**src/design/rsf_pkg.sv**
```systemverilog
`default_nettype none

package rsf_pkg;

   localparam logic [7:0] SLIP_END     = 8'hC0;
   localparam logic [7:0] SLIP_ESC     = 8'hDB;
   localparam logic [7:0] SLIP_ESC_END = 8'hDC;
   localparam logic [7:0] SLIP_ESC_ESC = 8'hDD;

   localparam logic [1:0] OP_ACTIVE = 2'd0;
   localparam logic [1:0] OP_DATA   = 2'd1;
   localparam logic [1:0] OP_ERROR  = 2'd2;

   localparam int MAX_BYTES = 9;
   localparam int COUNT_W   = $clog2(MAX_BYTES + 1);
   localparam int NUM_SEGS  = 5;

   typedef struct packed {
      logic [1:0]  operation;
      logic [11:0] bus_pins;
      logic [31:0] timestamp_ms;
      logic        line_still_active;
      logic        data_pending;
   } rsf_item_type;

   // bytes of one event, in send order from entry 0
   typedef struct packed {
      logic [MAX_BYTES-1:0][7:0] bytes;
      logic [COUNT_W-1:0]        count;
      logic                      flush;
      logic                      err;
   } rsf_burst_type;

   // one escaped byte: one or two output bytes, or none
   typedef struct packed {
      logic [1:0] len;
      logic [7:0] b0;
      logic [7:0] b1;
   } rsf_seg_type;

   function automatic rsf_seg_type slip_escape(input logic [7:0] b);
      rsf_seg_type s;
      s.len = 2'd1;
      s.b0  = b;
      s.b1  = 8'h00;
      if (b == SLIP_END) begin
         s.len = 2'd2;
         s.b0  = SLIP_ESC;
         s.b1  = SLIP_ESC_END;
      end else if (b == SLIP_ESC) begin
         s.len = 2'd2;
         s.b0  = SLIP_ESC;
         s.b1  = SLIP_ESC_ESC;
      end
      return s;
   endfunction

   function automatic rsf_seg_type slip_raw(input logic [7:0] b);
      rsf_seg_type s;
      s.len = 2'd1;
      s.b0  = b;
      s.b1  = 8'h00;
      return s;
   endfunction

   // bus pins to 10-bit word; pins 4 and 5 unused
   function automatic logic [9:0] unscramble(input logic [11:0] p);
      return {p[9:8], p[11:10], p[0], p[1], p[6], p[7], p[3:2]};
   endfunction

endpackage

`default_nettype wire

```
**src/design/rsf_ifs.sv**
```systemverilog
`default_nettype none

interface rsf_req_if;
   logic        valid;
   logic        ready;
   logic [1:0]  operation;
   logic [11:0] bus_pins;
   logic [31:0] timestamp_ms;
   logic        line_still_active;
   logic        data_pending;

   modport source (output valid, output operation, output bus_pins, output timestamp_ms,
                   output line_still_active, output data_pending, input ready);
   modport sink (input valid, input operation, input bus_pins, input timestamp_ms,
                 input line_still_active, input data_pending, output ready);
endinterface

interface rsf_rsp_if;
   logic       valid;
   logic       ready;
   logic [7:0] out_byte;
   logic       last_byte;
   logic       flush_read;
   logic       reset_pulse;

   modport source (output valid, output out_byte, output last_byte, output flush_read,
                   output reset_pulse, input ready);
   modport sink (input valid, input out_byte, input last_byte, input flush_read,
                 input reset_pulse, output ready);
endinterface

interface rsf_csr_if;
   logic valid;
   logic ready;
   logic receive_enable;

   modport source (output valid, output receive_enable, input ready);
   modport sink (input valid, input receive_enable, output ready);
endinterface

`default_nettype wire

```
**src/design/rsf_expand.sv**
```systemverilog
`default_nettype none

module rsf_expand
   import rsf_pkg::*;
(
   input  rsf_item_type  item,
   input  logic          enable,
   input  logic          in_frame,
   output rsf_burst_type burst,
   output logic          in_frame_next
);

   logic [9:0]             word;
   logic [15:0]            value;
   rsf_seg_type [NUM_SEGS-1:0] segs;
   logic [COUNT_W-1:0]     pos;
   logic                   flush;
   logic                   err;

   assign word  = unscramble(item.bus_pins);
   assign value = {(item.operation == OP_ERROR), 5'd0, word};

   // pick the segments for this event and the next frame state
   always_comb begin
      segs          = '0;
      flush         = 1'b0;
      err           = 1'b0;
      in_frame_next = in_frame;
      if (enable) begin
         if (item.operation == OP_ACTIVE && !in_frame) begin
            segs[0]       = slip_raw(SLIP_END);
            segs[1]       = slip_escape(item.timestamp_ms[7:0]);
            segs[2]       = slip_escape(item.timestamp_ms[15:8]);
            segs[3]       = slip_escape(item.timestamp_ms[23:16]);
            segs[4]       = slip_escape(item.timestamp_ms[31:24]);
            flush         = item.data_pending;
            in_frame_next = 1'b1;
         end else if (item.operation == OP_DATA && in_frame) begin
            segs[0] = slip_escape(value[7:0]);
            segs[1] = slip_escape(value[15:8]);
            if (!item.line_still_active && !item.data_pending) begin
               segs[2]       = slip_raw(SLIP_END);
               in_frame_next = 1'b0;
            end
         end else if (item.operation == OP_ERROR && in_frame) begin
            segs[0] = slip_escape(value[7:0]);
            segs[1] = slip_escape(value[15:8]);
            err     = 1'b1;
         end
      end
   end

   // pack the segments back to back
   always_comb begin
      burst.bytes = '0;
      burst.flush = flush;
      burst.err   = err;
      pos         = '0;
      for (int s = 0; s < NUM_SEGS; s++) begin
         if (segs[s].len != 2'd0) begin
            burst.bytes[pos] = segs[s].b0;
         end
         if (segs[s].len == 2'd2) begin
            burst.bytes[pos + COUNT_W'(1)] = segs[s].b1;
         end
         pos = pos + COUNT_W'(segs[s].len);
      end
      burst.count = pos;
   end

endmodule

`default_nettype wire

```
**src/design/rsf_emit.sv**
```systemverilog
`default_nettype none

module rsf_emit
   import rsf_pkg::*;
(
   input  logic          clock,
   input  logic          reset,
   input  logic          load,
   input  rsf_burst_type burst,
   output logic          free,
   rsf_rsp_if.source     rsp_chan
);

   logic [MAX_BYTES-1:0][7:0] bytes_ff;
   logic [COUNT_W-1:0]        count_ff;
   logic                      flush_ff;
   logic                      err_ff;
   logic                      pop;

   assign pop  = rsp_chan.valid && rsp_chan.ready;
   assign free = (count_ff == '0) || (count_ff == COUNT_W'(1) && rsp_chan.ready);

   always_ff @(posedge clock) begin
      if (reset) begin
         count_ff <= '0;
      end else if (load) begin
         count_ff <= burst.count;
      end else if (pop) begin
         count_ff <= count_ff - COUNT_W'(1);
      end
   end

   // advance one byte per accepted word; flush only rides on the first
   always_ff @(posedge clock) begin
      if (load) begin
         bytes_ff <= burst.bytes;
         flush_ff <= burst.flush;
         err_ff   <= burst.err;
      end else if (pop) begin
         bytes_ff <= {8'h00, bytes_ff[MAX_BYTES-1:1]};
         flush_ff <= 1'b0;
      end
   end

   assign rsp_chan.valid       = (count_ff != '0);
   assign rsp_chan.out_byte    = bytes_ff[0];
   assign rsp_chan.last_byte   = (count_ff == COUNT_W'(1));
   assign rsp_chan.flush_read  = flush_ff;
   assign rsp_chan.reset_pulse = err_ff && (count_ff == COUNT_W'(1));

endmodule

`default_nettype wire

```
**src/design/receive_event_slip_framer_core.sv**
```systemverilog
// Receive event SLIP framer. Each event word on req_chan is taken into an input
// register, expanded in one pass into its SLIP bytes (END plus a 4-byte escaped
// timestamp when a frame opens, two escaped word bytes for data or error, and a
// closing END when the line drops with nothing pending), and sent one byte per
// rsp_chan word. An event gives 2 to 9 bytes, or none at all. The next
// event is taken while the current one's bytes drain. Writing csr_chan sets the
// enable and closes any open frame; write it only when the block is idle.
`default_nettype none

module receive_event_slip_framer_core
   import rsf_pkg::*;
(
   input  logic      clock,
   input  logic      reset,
   rsf_req_if.sink   req_chan,
   rsf_rsp_if.source rsp_chan,
   rsf_csr_if.sink   csr_chan
);

   rsf_item_type  item_ff;
   logic          item_valid_ff;
   logic          enable_ff;
   logic          in_frame_ff;
   logic          in_frame_in;
   logic          free;
   logic          load;
   logic          take;
   rsf_burst_type burst;

   assign load           = item_valid_ff && free;
   assign req_chan.ready = !item_valid_ff || free;
   assign take           = req_chan.valid && req_chan.ready;
   assign csr_chan.ready = 1'b1;

   always_ff @(posedge clock) begin
      if (reset) begin
         item_valid_ff <= 1'b0;
      end else if (take) begin
         item_valid_ff <= 1'b1;
      end else if (load) begin
         item_valid_ff <= 1'b0;
      end
   end

   always_ff @(posedge clock) begin
      if (take) begin
         item_ff.operation         <= req_chan.operation;
         item_ff.bus_pins          <= req_chan.bus_pins;
         item_ff.timestamp_ms      <= req_chan.timestamp_ms;
         item_ff.line_still_active <= req_chan.line_still_active;
         item_ff.data_pending      <= req_chan.data_pending;
      end
   end

   // a register write drops back to idle
   always_ff @(posedge clock) begin
      if (reset) begin
         enable_ff   <= 1'b0;
         in_frame_ff <= 1'b0;
      end else if (csr_chan.valid) begin
         enable_ff   <= csr_chan.receive_enable;
         in_frame_ff <= 1'b0;
      end else if (load) begin
         in_frame_ff <= in_frame_in;
      end
   end

   rsf_expand u_expand (
      .item          (item_ff),
      .enable        (enable_ff),
      .in_frame      (in_frame_ff),
      .burst         (burst),
      .in_frame_next (in_frame_in)
   );

   rsf_emit u_emit (
      .clock    (clock),
      .reset    (reset),
      .load     (load),
      .burst    (burst),
      .free     (free),
      .rsp_chan (rsp_chan)
   );

endmodule

`default_nettype wire

```
**src/flat_wrapper.sv**
```systemverilog
// flat-port wrapper written by rule: the top's interface ports become plain ports
module receive_event_slip_framer_core_flat import rsf_pkg::*;
  (clock, reset, req_chan_valid, req_chan_operation, req_chan_bus_pins, req_chan_timestamp_ms, req_chan_line_still_active, req_chan_data_pending, req_chan_ready, rsp_chan_valid, rsp_chan_out_byte, rsp_chan_last_byte, rsp_chan_flush_read, rsp_chan_reset_pulse, rsp_chan_ready, csr_chan_valid, csr_chan_receive_enable, csr_chan_ready);
  rsf_req_if req_chan_i ();
  rsf_rsp_if rsp_chan_i ();
  rsf_csr_if csr_chan_i ();
  input  logic clock;
  input  logic reset;
  input wire logic [$bits(req_chan_i.valid)-1:0] req_chan_valid;
  input wire logic [$bits(req_chan_i.operation)-1:0] req_chan_operation;
  input wire logic [$bits(req_chan_i.bus_pins)-1:0] req_chan_bus_pins;
  input wire logic [$bits(req_chan_i.timestamp_ms)-1:0] req_chan_timestamp_ms;
  input wire logic [$bits(req_chan_i.line_still_active)-1:0] req_chan_line_still_active;
  input wire logic [$bits(req_chan_i.data_pending)-1:0] req_chan_data_pending;
  output wire logic [$bits(req_chan_i.ready)-1:0] req_chan_ready;
  output wire logic [$bits(rsp_chan_i.valid)-1:0] rsp_chan_valid;
  output wire logic [$bits(rsp_chan_i.out_byte)-1:0] rsp_chan_out_byte;
  output wire logic [$bits(rsp_chan_i.last_byte)-1:0] rsp_chan_last_byte;
  output wire logic [$bits(rsp_chan_i.flush_read)-1:0] rsp_chan_flush_read;
  output wire logic [$bits(rsp_chan_i.reset_pulse)-1:0] rsp_chan_reset_pulse;
  input wire logic [$bits(rsp_chan_i.ready)-1:0] rsp_chan_ready;
  input wire logic [$bits(csr_chan_i.valid)-1:0] csr_chan_valid;
  input wire logic [$bits(csr_chan_i.receive_enable)-1:0] csr_chan_receive_enable;
  output wire logic [$bits(csr_chan_i.ready)-1:0] csr_chan_ready;
  assign req_chan_i.valid = req_chan_valid;
  assign req_chan_i.operation = req_chan_operation;
  assign req_chan_i.bus_pins = req_chan_bus_pins;
  assign req_chan_i.timestamp_ms = req_chan_timestamp_ms;
  assign req_chan_i.line_still_active = req_chan_line_still_active;
  assign req_chan_i.data_pending = req_chan_data_pending;
  assign req_chan_ready = req_chan_i.ready;
  assign rsp_chan_valid = rsp_chan_i.valid;
  assign rsp_chan_out_byte = rsp_chan_i.out_byte;
  assign rsp_chan_last_byte = rsp_chan_i.last_byte;
  assign rsp_chan_flush_read = rsp_chan_i.flush_read;
  assign rsp_chan_reset_pulse = rsp_chan_i.reset_pulse;
  assign rsp_chan_i.ready = rsp_chan_ready;
  assign csr_chan_i.valid = csr_chan_valid;
  assign csr_chan_i.receive_enable = csr_chan_receive_enable;
  assign csr_chan_ready = csr_chan_i.ready;
  receive_event_slip_framer_core u_core (.clock(clock), .reset(reset), .req_chan(req_chan_i), .rsp_chan(rsp_chan_i), .csr_chan(csr_chan_i));
endmodule
```
**config.mk**
```make
export PLATFORM = sky130hd
export DESIGN_NAME = receive_event_slip_framer_core_flat
export DESIGN_NICKNAME = d
export VERILOG_FILES = /design/src/design/rsf_pkg.sv /design/src/design/rsf_ifs.sv /design/src/design/rsf_expand.sv /design/src/design/rsf_emit.sv /design/src/design/receive_event_slip_framer_core.sv /design/src/flat_wrapper.sv
export SDC_FILE = /design/constraint.sdc
export NUM_CORES = 1
export LEC_CHECK = 0
export BUFFER_PORTS_ARGS = -buffer_cell sky130_fd_sc_hd__buf_2
export CAP_MARGIN = 20
export CORE_MARGIN = 3
export CORE_UTILIZATION = 45
export CTS_BUF_LIST = sky130_fd_sc_hd__clkbuf_16
export DETAILED_ROUTE_END_ITERATION = 8
export MAX_ROUTING_LAYER = met4
export PLACE_DENSITY_LB_ADDON = 0.12
export SYNTH_ARGS = -nofsm -noshare
export SYNTH_HDL_FRONTEND = slang
export SYNTH_HIERARCHICAL = 1
export SYNTH_SLANG_ARGS = --single-unit
```
**constraint.sdc**
```tcl
create_clock -name clock -period 7.55 [get_ports clock]
set_input_delay 0 -clock clock [delete_from_list [all_inputs] [get_ports clock]]
set_output_delay 0 -clock clock [all_outputs]
set_load 0.05 [all_outputs]
```
# Word level (Yosys, flattened, before mapping)
# Index checks and enable logic that the tools add are counted.
totals:
  reg_bits: 129
  in_bits: 54
  output_inout_bits: 14
  elab_cells: 167
classes:
  addsub: 9
  magnitude_cmp: 16
  n_eq_ne: 18
  mux: 65
  bitwise_logic: 1
  n_reduce_logical: 38
ops:
  columns: ["op", "n"]
  rows:
  - ["$mux 72", 10]
  - ["$bwmux 72", 8]
  - ["$demux 8 s4", 7]
  - ["$mux 18", 11]
  - ["$mux 90", 1]
  - ["$eq 8x8->1 const B", 10]
  - ["$mux 8", 10]
  - ["$mux 35", 2]
  - ["$mux 54", 1]
  - ["$mux 36", 1]
  - ["$lt 4x5->1 const B", 5]
  - ["$ge 4x1->1 const B", 5]
  - ["$reduce_bool 2->1", 9]
  - ["$logic_and 1x1->1", 17]
  - ["$mux 17", 1]
  - ["$demux 8 s2", 1]
  - ["$eq 2x2->1 const B", 6]
  - ["$lt 3x5->1 const B", 2]
  - ["$mux 1", 10]
  - ["$add 4x1->4 const B", 2]
  - ["$add 4x2->4", 2]
  - ["$mux 4", 2]
  - ["$ge 3x1->1 const B", 2]
  - ["$lt 2x5->1 const B", 1]
  - ["other kinds (17)", 21]

# Logic depth before layout (Yosys ltp)
# Gate-level depths: netlist (run 1).
logic_depth:
  ltp_word: 28
  mapped_depth: 23
  ltp_nobuf: 18

# Cells and area by module
# Netlist (run 1), hierarchy kept.
by_module_without_submodules:
  columns: ["mod", "n_inst", "cells_each", "area_per_inst_um2", "seq_area_each_um2"]
  rows:
  - ["rsf_expand", 1, 792, 4778.3, 0.0]
  - ["rsf_emit", 1, 201, 3410.8, 2302.2]
  - ["receive_event_slip_framer_core", 1, 63, 1581.5, 1501.4]

# Least setup slack after synthesis (run 1)
# OpenSTA, ideal clock, no wires.
synth_timing:
  path_type: "flip-flop to flip-flop"
  start: "register u_core/item_ff[47] in the netlist's numbering"
  end: "register u_core/u_emit/bytes_ff[28] in the netlist's numbering (data pin)"
  setup_time_ns: 0.260
  arrival_ns: 5.319
  required_time_ns: 7.290
  path_slack_ns: 1.971
  path_stages_with_launch: 24
  path_buffers: 7
  period_less_slack_ns: 5.579
  path_cell_list: "edfxtp_1 -> buf_2 -> nor4b_2 -> buf_2 -> buf_2 -> buf_2 -> o21a_1 -> ha_1 -> fa_1 -> clkbuf_1 -> inv_1 -> fa_1 -> buf_2 -> inv_1 -> ha_1 -> a21oi_1 -> xnor2_2 -> o31ai_4 -> and3_1 -> buf_4 -> nor3_1 -> o221ai_1 -> a21o_1 -> mux2_2"
synth_lines:
  columns: ["item", "line", "text"]
  rows:
  - ["start, declared", "receive_event_slip_framer_core.sv:20", "rsf_item_type item_ff;"]
  - ["end signal, assigned", "rsf_emit.sv:36", "bytes_ff <= burst.bytes;"]
  - ["end signal, assigned", "rsf_emit.sv:40", "bytes_ff <= {8'h00, bytes_ff[MAX_BYTES-1:1]};"]
  - ["end, declared", "rsf_emit.sv:14", "logic [MAX_BYTES-1:0][7:0] bytes_ff;"]

==> results.sh, run 1 <==
export IMPL_run_status="finished clean"
export IMPL_overflow=0
export IMPL_number_of_antenna_diodes=0
export IMPL_clk_pin_slew_worst_paths_ps=70
export IMPL_num_nets_final=1208
export IMPL_preCtsSetupSlack_ps=1210
export IMPL_core_rowCount=53
export IMPL_die_w_um=153
export IMPL_cts_sinks=127
export IMPL_hp_class="input port to flip-flop"
export IMPL_max_cap_viol_count=0
export IMPL_die_height_um=153
export IMPL_ctsHoldBuffers=54
export IMPL_place_area_um2=10100
export IMPL_crit_slowest_cell="sky130_fd_sc_hd__edfxtp_1"
export IMPL_initial_utilization=0.460
export IMPL_final_area_um2=11300
export IMPL_post_synth_cell_area_avg_um2=9.21
export IMPL_dr_first_iter_drc_count=1269
export IMPL_coreArea_um2=21100
export IMPL_area_delta_synth_final_pct=16.0
export IMPL_r2r_end="u_core/u_emit/bytes_ff[25]"
export IMPL_worstRegToRegCells=18
export IMPL_layout_setup_ws_ps=994
export IMPL_cpPeakStageDelay_ps=600
export IMPL_placedCellCount=1335
export IMPL_avgViaCountPerCell=6.66
export IMPL_drive_gt1_frac=0.187
export IMPL_clkLatencyLatePin_ps=440
export IMPL_cts_root_buf="sky130_fd_sc_hd__clkbuf_16"
export IMPL_global_route_wire_length_before_repair_um=54600
export IMPL_syn_inst=1054
export IMPL_cts_inserted_buffers=17
export IMPL_power_per_cell_area_nw_per_um2=266
export IMPL_max_clock_freq_mhz=153
export IMPL_final_fill_count=1982
export IMPL_min_period_ps=6560
export IMPL_instances_no_fill=1422
export IMPL_leakagePower_nw=4.14
export IMPL_critical_path_startpoint_type="flip-flop"
export IMPL_setup_viol=0
export IMPL_syn_cell_area_um2=9710
export IMPL_ff2ff_setup_slack_ps=990
export IMPL_grt_pass1_vias=9005
export IMPL_synthesis_yosys_warnings=6
export IMPL_overall_power_mw=2.99
export IMPL_firstDrtPassIters=6
export IMPL_worst_setup_path_end_kind="flip-flop"
export IMPL_ios=68
export IMPL_grt_max_degree=80
export IMPL_fin_worst_skew_ps=23.6
export IMPL_cts_htree_levels=4
export IMPL_rsz0062_at_grt="no"
export IMPL_path_cells="nor2b_1 > a31o_2 > o21a_1 > ha_1 > ha_1 > inv_1 > fa_1 > buf_4 > inv_1 > ha_1 > a21oi_1 > xnor2_2 > o31ai_4 > and3_1 > nor3_1 > a221oi_1 > nor2_1 > mux2_2"
export IMPL_dp_hpwl_um=26500
export IMPL_avgRoutedWirePerCell_um=25.7
export IMPL_track_usage=0.315
export IMPL_drc=0
export IMPL_start_point_of_the_worst_min_delay_path="req_chan_bus_pins[7]"
export IMPL_cp_required_ps=7730
export IMPL_cts_resized=0
export IMPL_maxSlewHeadroom=0.298
export IMPL_hold_viol_final=0
export IMPL_dieArea_um2=23400
export IMPL_finalCritPeriodShare=0.868
export IMPL_min_to="u_core/item_ff[41]"
export IMPL_io_buffers=64
export IMPL_tightest_slew_ps=1050
export IMPL_slew_viol_final=0
export IMPL_most_used_cell_cp="sky130_fd_sc_hd__ha_1"
export IMPL_max_clock_path_buffers=2
export IMPL_routed_wl_um=36600
export IMPL_antenna_left=0
export IMPL_tns_ps=0
export IMPL_antenna_found_initial=0
export IMPL_cts_tree="done"
export IMPL_worst_ir_drop_vdd_mv=0.234
export IMPL_worstPathArrival_ps=6740
export IMPL_place_gp_congestion=1.00
export IMPL_regToRegStartpoint="u_core/item_ff[47]"
export IMPL_worstSetupPathType="flip-flop to flip-flop"
export IMPL_postCtsSetupRepairBufs=0
export IMPL_dr_total_vias=9466
export IMPL_syn_nets=1128
export IMPL_whs_path_depth=2
export IMPL_critPathMaxFanout=16
## state kept, by name, indices dropped and copies added, names as in the netlist
register                           cells
u_core/u_emit/rsp_chan.flush_read      1
u_core/in_frame_ff                     1
u_core/enable_ff                       1
u_core/item_ff                        46
u_core/u_emit/count_ff                 4
u_core/u_emit/rsp_chan.out_byte        8
u_core/item_valid_ff                   1
u_core/u_emit/bytes_ff                64
u_core/u_emit/err_ff                   1
## worst max path at each step
stage	startpoint	endpoint	slack (ps)	depth (start not counted)
final	u_core/item_ff[47]	u_core/u_emit/bytes_ff[25]	990	18
after CTS	u_core/item_ff[47]	u_core/u_emit/bytes_ff[25]	1170	18
after global placement	u_core/item_ff[47]	u_core/u_emit/bytes_ff[25]	1250	18
after floorplan	u_core/item_ff[47]	u_core/u_emit/bytes_ff[28]	1970	23
after global routing	u_core/item_ff[47]	u_core/u_emit/bytes_ff[25]	600	18
after detailed placement	u_core/item_ff[47]	u_core/u_emit/bytes_ff[25]	1210	18
## area by class of cell
cell class	instances	area, µm²	area share
Clock buffer	17	425	0.0378
Clock inverter	15	139	0.0123
Inverter	19	71.3	0.00633
Multi-Input combinational cell	834	5540	0.492
Sequential cell	127	3740	0.332
Tap cell	275	344	0.0306
Timing Repair Buffer	135	1000	0.0889
## report_power, final
| part | leakage (nW) | switching (mW) | internal, mW | total [mW] |
|---|---|---|---|---|
| clock | 0.280 | 0.370 | 0.438 | 0.808 |
| combinational | 2.64 | 0.564 | 0.326 | 0.890 |
| sequential | 1.22 | 0.120 | 1.17 | 1.29 |
| total | 4.14 | 1.05 | 1.94 | 2.99 |
## worst max-delay path, delay by kind of cell, from the launching register on
family | cells | cell delay (ps)
compound gates | 5 | 2030
xor+xnor | 1 | 190
fa+ha+maj | 4 | 1600
buf+inv | 3 | 320
flops | 1 | 600
mux | 1 | 270
simple gates | 4 | 1290
## cells in the final DEF, fill, tap and decap left out, types with 6 or more instances in the layout
cell and n:
sky130_fd_sc_hd__o21a_1 8, sky130_fd_sc_hd__o2111ai_1 6, sky130_fd_sc_hd__nand2_1 123, sky130_fd_sc_hd__a221oi_1 12, sky130_fd_sc_hd__o22a_1 8, sky130_fd_sc_hd__o211ai_1 9, sky130_fd_sc_hd__mux2_2 64, sky130_fd_sc_hd__dlygate4sd3_1 54
sky130_fd_sc_hd__nand3_1 32, sky130_fd_sc_hd__nor2b_1 10, sky130_fd_sc_hd__nand4_1 9, sky130_fd_sc_hd__a31oi_1 24, sky130_fd_sc_hd__o32ai_1 10, sky130_fd_sc_hd__or3_1 9, sky130_fd_sc_hd__nand2b_1 13, sky130_fd_sc_hd__and2_1 18
sky130_fd_sc_hd__buf_2 64, sky130_fd_sc_hd__a2bb2oi_1 6, sky130_fd_sc_hd__a21oi_1 57, sky130_fd_sc_hd__o22ai_1 47, sky130_fd_sc_hd__or2_2 7, sky130_fd_sc_hd__nor3_1 28, sky130_fd_sc_hd__dfxtp_1 7, sky130_fd_sc_hd__inv_1 19
sky130_fd_sc_hd__o21ai_0 32, sky130_fd_sc_hd__a22oi_1 17, sky130_fd_sc_hd__inv_6 7, sky130_fd_sc_hd__a211oi_1 7, sky130_fd_sc_hd__clkbuf_16 17, sky130_fd_sc_hd__buf_4 16, sky130_fd_sc_hd__nor3b_1 9, sky130_fd_sc_hd__and3_1 11
sky130_fd_sc_hd__ha_1 16, sky130_fd_sc_hd__edfxtp_1 120, sky130_fd_sc_hd__nor2_1 96, sky130_fd_sc_hd__a21o_1 12
## metrics by stage
stage / hold WS (ps) / util
6_report: 274 / 0.534
5_1_grt: 267 / 0.534
4_1_cts: 256 / 0.533
3_5_place_dp: 178 / 0.481
3_3_place_gp: 176 / 0.481
2_1_floorplan: 64.6 / -
## per-layer routing
layer | global-route usage | routed length [µm]
met1 | 0.415 | 15000
met2 | 0.481 | 16700
met3 | 0.0561 | 3110
met4 | 0.134 | 1680
met5 | - | 0
(Power assumes the default switching activity.)
==> inputs of run 2 (changes only) <==
==> constraint.sdc (replaced) <==
create_clock -name clock -period 5.85 [get_ports clock]
set_input_delay 0 -clock clock [delete_from_list [all_inputs] [get_ports clock]]
set_output_delay 0 -clock clock [all_outputs]
set_load 0.05 [all_outputs]
==> results.sh, run 2 (synthesis gave the netlist of run 1 again) <==
export IMPL_run_status="finished clean"
export IMPL_whs_path_depth=2
export IMPL_cts_root_buf="sky130_fd_sc_hd__clkbuf_16"
export IMPL_max_clock_freq_mhz=183
export IMPL_tightest_slew_ps=1100
export IMPL_min_period_ps=5480
export IMPL_worstPathArrival_ps=5660
export IMPL_most_common_layout_cells="123 x sky130_fd_sc_hd__nand2_1, 120 x sky130_fd_sc_hd__edfxtp_1, 96 x sky130_fd_sc_hd__nor2_1"
export IMPL_dr_total_vias=9569
export IMPL_largest_register_ffs=64
export IMPL_critPathMaxFanout=11
export IMPL_netSwitchingPower_mw=1.35
export IMPL_critical_path_startpoint_type="flip-flop"
export IMPL_core_rowCount=53
export IMPL_leakagePower_nw=4.28
export IMPL_number_of_antenna_diodes=0
export IMPL_slew_viol_final=0
export IMPL_antenna_found_initial=0
export IMPL_worst_ir_drop_vdd_mv=0.243
export IMPL_ios=68
export IMPL_max_clock_path_buffers=2
export IMPL_area_delta_synth_final_pct=18.5
export IMPL_overflow=0
export IMPL_comb_power_share=0.300
export IMPL_power_share_switching=0.347
export IMPL_hold_viol_final=0
export IMPL_maxSlewHeadroom=0.263
export IMPL_die_height_um=153
export IMPL_max_cap_viol_count=0
export IMPL_worstRegToRegCells=18
export IMPL_firstDrtPassIters=6
export IMPL_clk_pin_slew_worst_paths_ps=70
export IMPL_fin_worst_skew_ps=23.2
export IMPL_track_usage=0.321
export IMPL_drc=0
export IMPL_drive_gt1_frac=0.209
export IMPL_setup_viol=0
export IMPL_tns_ps=0
export IMPL_regMostFlops="u_core/u_emit/bytes_ff"
export IMPL_place_gp_congestion=1.01
export IMPL_cts_htree_levels=4
export IMPL_worst_setup_path_end_kind="flip-flop"
export IMPL_avgRoutedWirePerCell_um=25.8
export IMPL_finalCritPeriodShare=0.937
export IMPL_power_frac_clock=0.272
export IMPL_clkLatencyLatePin_ps=430
export IMPL_routed_wl_um=37500
export IMPL_die_w_um=153
export IMPL_dp_hpwl_um=27300
export IMPL_grt_pass1_vias=9038
export IMPL_most_common_library_cell_in_the_layout_ignoring_fill_and_taps="sky130_fd_sc_hd__nand2_1"
export IMPL_p_int_mw=2.54
export IMPL_hp_class="input port to flip-flop"
export IMPL_coreArea_um2=21100
export IMPL_worstSetupPathType="flip-flop to flip-flop"
export IMPL_num_nets_final=1240
export IMPL_global_route_wire_length_before_repair_um=55600
export IMPL_rsz0062_at_grt="no"
export IMPL_cts_inserted_buffers=17
export IMPL_io_buffers=64
export IMPL_power_frac_seq=0.428
export IMPL_dieArea_um2=23400
export IMPL_overall_power_mw=3.89
export IMPL_dr_first_iter_drc_count=1275
export IMPL_final_fill_count=1943
export IMPL_avgViaCountPerCell=6.58
export IMPL_cts_tree="done"
export IMPL_initial_utilization=0.460
export IMPL_power_per_cell_area_nw_per_um2=338
export IMPL_cts_sinks=127
export IMPL_grt_max_degree=79
export IMPL_cp_required_ps=6030
export IMPL_antenna_left=0
==> run 2: changes by cell type in the layout (fill, tap and decap cells not counted), sizes merged <==
cell      delta
inv          -4
buf         +32
bufinv       +1
clkinvlp     +3
==> run 2: critical path, cell delays in order (launching register included) <==
cell and delay [ps]:
sky130_fd_sc_hd__edfxtp_1 460, sky130_fd_sc_hd__or4_1 540, sky130_fd_sc_hd__nand2_1 80, sky130_fd_sc_hd__nand2_1 60
sky130_fd_sc_hd__o21a_1 240, sky130_fd_sc_hd__ha_1 220, sky130_fd_sc_hd__fa_1 580, sky130_fd_sc_hd__inv_1 90
sky130_fd_sc_hd__fa_1 520, sky130_fd_sc_hd__fa_1 500, sky130_fd_sc_hd__nor3b_1 180, sky130_fd_sc_hd__a222oi_1 420
sky130_fd_sc_hd__o21ai_0 150, sky130_fd_sc_hd__buf_4 200, sky130_fd_sc_hd__nand2_1 250, sky130_fd_sc_hd__o21ai_2 180
sky130_fd_sc_hd__o22ai_1 180, sky130_fd_sc_hd__nand2_1 90, sky130_fd_sc_hd__mux2_2 270
==> run 2: what timing repair did <==
action / in CTS / in global routing
resized for setup: 0 / 1
endpoints found under the setup margin: 0 / 3
buffers inserted: 0 / 0
hold endpoints to repair: 53 / 0
hold buffers: 54 / 0
==> run 2: power groups by stage <==
stage,clock [mW],combinational [mW],sequential [mW]
4_1_cts,1.08,1.15,1.66
2_1_floorplan,0,0.913,1.64
3_3_place_gp,0,1.12,1.67
6_report,1.06,1.17,1.66
3_5_place_dp,0,1.12,1.68
5_1_grt,1.11,1.26,1.70
==> run 2: worst paths after layout <==
| check | start | to | slack, ps |
|---|---|---|---|
| worst max-delay path | u_core/item_ff[36] | u_core/u_emit/bytes_ff[47] | 370 |
| worst min-delay path | req_chan_timestamp_ms[22] | u_core/item_ff[24] | 270 |
| worst max register to register | u_core/item_ff[36] | u_core/u_emit/bytes_ff[47] | 370 |
| worst min register to register | u_core/u_emit/bytes_ff[56] | u_core/u_emit/bytes_ff[48] | 540 |
==> run 2: layer usage <==
layer	global-route usage	share of wire	vias to the layer above
li1	-	-	4284
met1	0.422	0.42	4607
met2	0.491	0.46	569
met3	0.0521	0.081	109
met4	0.141	0.043	0
met5	-	0	-
==> run 2: through the flow <==
step                instances  hold slack, ps  utilization  worst slack, ps  cell area (µm²)
floorplan                1054            64.6            -              271             9710
detailed placement       1367             178        0.492              390            10400
global placement         1366             177        0.492              447            10400
finish                   1454             273        0.546              371            11500
CTS                      1453             258        0.545              360            11500
global route             1454             281        0.546             72.0            11500
==> run 2: final cells by class <==
cell class | count | area (µm²) | share of cell area
clock buffer | 17 | 425 | 0.0370
clock inverter | 15 | 145 | 0.0126
inverter | 19 | 71.3 | 0.00620
multi-input combinational | 834 | 5540 | 0.481
sequential | 127 | 3740 | 0.325
tap | 275 | 344 | 0.0299
timing repair buffer | 167 | 1240 | 0.108
==> inputs of run 3 (changes only) <==
--- a/config.mk
+++ b/config.mk
@@ -7,12 +7,14 @@
 export LEC_CHECK = 0
 export BUFFER_PORTS_ARGS = -buffer_cell sky130_fd_sc_hd__buf_2
 export CAP_MARGIN = 20
+export CORE_ASPECT_RATIO = 1.75
 export CORE_MARGIN = 3
 export CORE_UTILIZATION = 45
 export CTS_BUF_LIST = sky130_fd_sc_hd__clkbuf_16
 export DETAILED_ROUTE_END_ITERATION = 8
 export MAX_ROUTING_LAYER = met4
 export PLACE_DENSITY_LB_ADDON = 0.12
+export SLEW_MARGIN = 20
 export SYNTH_ARGS = -nofsm -noshare
 export SYNTH_HDL_FRONTEND = slang
 export SYNTH_HIERARCHICAL = 1
==> results.sh, run 3 (synthesis gave the netlist of run 1 again) <==
export IMPL_worstPathArrival_ps=5710
export IMPL_regMostFlops="u_core/u_emit/bytes_ff"
export IMPL_worstSetupPathType="flip-flop to flip-flop"
export IMPL_power_frac_clock=0.265
export IMPL_max_clock_freq_mhz=181
export IMPL_dr_first_iter_drc_count=1017
export IMPL_core_rowCount=70
export IMPL_ios=68
export IMPL_io_buffers=64
export IMPL_most_common_library_cell_in_the_layout_ignoring_fill_and_taps="sky130_fd_sc_hd__nand2_1"
export IMPL_max_cap_viol_count=0
export IMPL_dr_total_vias=9553
export IMPL_avgViaCountPerCell=6.70
export IMPL_cpPeakStageDelay_ps=580
export IMPL_dieArea_um2=23400
export IMPL_initial_utilization=0.462
export IMPL_max_clock_path_buffers=2
export IMPL_critPathMaxFanout=11
export IMPL_leakagePower_nw=4.27
export IMPL_track_usage=0.345
export IMPL_largest_register_ffs=64
export IMPL_cts_root_buf="sky130_fd_sc_hd__clkbuf_16"
export IMPL_cts_sinks=127
export IMPL_netSwitchingPower_mw=1.30
export IMPL_ff2ff_setup_slack_ps=330
export IMPL_cts_inserted_buffers=17
export IMPL_utilization=0.544
export IMPL_slew_viol_final=0
export IMPL_maxSlewHeadroom=0.184
export IMPL_run_status="finished clean"
export IMPL_grt_pass1_vias=9333
export IMPL_hold_worst_slack_ps=277
export IMPL_cp_required_ps=6030
export IMPL_antenna_left=0
export IMPL_routed_wl_um=39300
export IMPL_global_route_wire_length_before_repair_um=57000
export IMPL_area_delta_synth_final_pct=17.8
export IMPL_cts_tree="done"
export IMPL_place_gp_congestion=1.05
export IMPL_worst_ir_drop_vdd_mv=0.347
export IMPL_clk_pin_slew_worst_paths_ps=60
export IMPL_hold_viol_final=0
export IMPL_min_period_ps=5520
export IMPL_die_w_um=117
export IMPL_die_height_um=200
export IMPL_power_share_switching=0.336
export IMPL_dp_hpwl_um=29200
export IMPL_drive_gt1_frac=0.206
export IMPL_power_frac_seq=0.431
export IMPL_antenna_found_initial=0
export IMPL_tightest_slew_ps=1220
export IMPL_crit_slowest_cell="sky130_fd_sc_hd__fa_1"
export IMPL_fin_worst_skew_ps=6.67
export IMPL_num_nets_final=1234
export IMPL_tns_ps=0
export IMPL_hp_class="input port to flip-flop"
export IMPL_overall_power_mw=3.87
export IMPL_drc=0
export IMPL_overflow=0
export IMPL_critical_path_startpoint_type="flip-flop"
export IMPL_comb_power_share=0.304
export IMPL_grt_max_degree=79
export IMPL_p_int_mw=2.57
export IMPL_finalCritPeriodShare=0.944
export IMPL_rsz0062_at_grt="no"
export IMPL_path_cells="or4_1 > nand2_1 > nand2_1 > o21a_1 > ha_1 > fa_1 > inv_1 > fa_1 > fa_2 > nor3b_1 > a222oi_1 > o21ai_0 > buf_4 > nand3_1 > buf_4 > nor2_1 > a31oi_1 > a21oi_1 > mux2_2"
export IMPL_firstDrtPassIters=6
export IMPL_avgRoutedWirePerCell_um=27.6
export IMPL_coreArea_um2=21000
export IMPL_power_per_cell_area_nw_per_um2=338
export IMPL_cts_htree_levels=4
export IMPL_setup_viol=0
export IMPL_number_of_antenna_diodes=0
export IMPL_clkLatencyLatePin_ps=430
export IMPL_most_common_layout_cells="122 x sky130_fd_sc_hd__nand2_1, 120 x sky130_fd_sc_hd__edfxtp_1, 96 x sky130_fd_sc_hd__nor2_1"
export IMPL_postCtsSetupRepairBufs=0
export IMPL_worst_setup_path_end_kind="flip-flop"
[run 3: routing by layer]
metal,up-vias,wire (µm),GRT usage,part of all wire
met5,-,0,-,0
met4,0,3930,0.279,0.10
met3,201,2420,0.0577,0.062
met2,513,19600,0.561,0.50
met1,4540,13400,0.354,0.34
li1,4299,-,-,-
[run 3: repair_timing]
action                                 in CTS  in global routing
resized for setup                           0                  5
endpoints found under the hold margin      53                  0
setup endpoints to repair                   0                 16
hold buffers                               55                  0
[run 3: critical path, delay by kind of cell (launching register included)]
family                   cells  cell delay [ps]
multiplexers                 1              270
buffers and inverters        3              470
AND/OR/NAND/NOR              6             1010
adder cells (fa/ha/maj)      4             1840
AO/OA/AOI/OAI                5             1240
flip-flops                   1              450
[run 3: cell type report]
| type | instances | area [µm²] |
|---|---|---|
| fill | 1929 | 9580 |
| multi-input combinational | 834 | 5550 |
| sequential | 127 | 3740 |
| timing repair buffer | 161 | 1190 |
| clock buffer | 17 | 425 |
| tap | 252 | 315 |
| clock inverter | 15 | 148 |
| inverter | 19 | 71.3 |
[run 3: power groups by stage]
stage | combinational (mW) | sequential [mW] | clock, mW
6_report | 1.17 | 1.67 | 1.03
5_1_grt | 1.26 | 1.70 | 1.09
4_1_cts | 1.18 | 1.67 | 1.05
3_5_place_dp | 1.14 | 1.69 | 0
3_3_place_gp | 1.12 | 1.68 | 0
2_1_floorplan | 0.913 | 1.64 | 0
[run 3: through the flow]
| step | std cells | setup WS, ps | area (µm²) |
|---|---|---|---|
| global route | 1425 | 95.8 | 11400 |
| global placement | 1338 | 194 | 10300 |
| floorplan | 1054 | 271 | 9710 |
| detailed placement | 1338 | 196 | 10300 |
| CTS | 1425 | 172 | 11400 |
| finish | 1425 | 325 | 11400 |
[run 3: path summary, 6_finish.rpt]
kind	from	to	cells after the start
setup reg to reg	u_core/item_ff[36]	u_core/u_emit/bytes_ff[56]	19
hold / removal	req_chan_timestamp_ms[21]	u_core/item_ff[23]	2
hold reg to reg	u_core/u_emit/bytes_ff[64]	u_core/u_emit/bytes_ff[56]	1
setup / recovery	u_core/item_ff[36]	u_core/u_emit/bytes_ff[56]	19
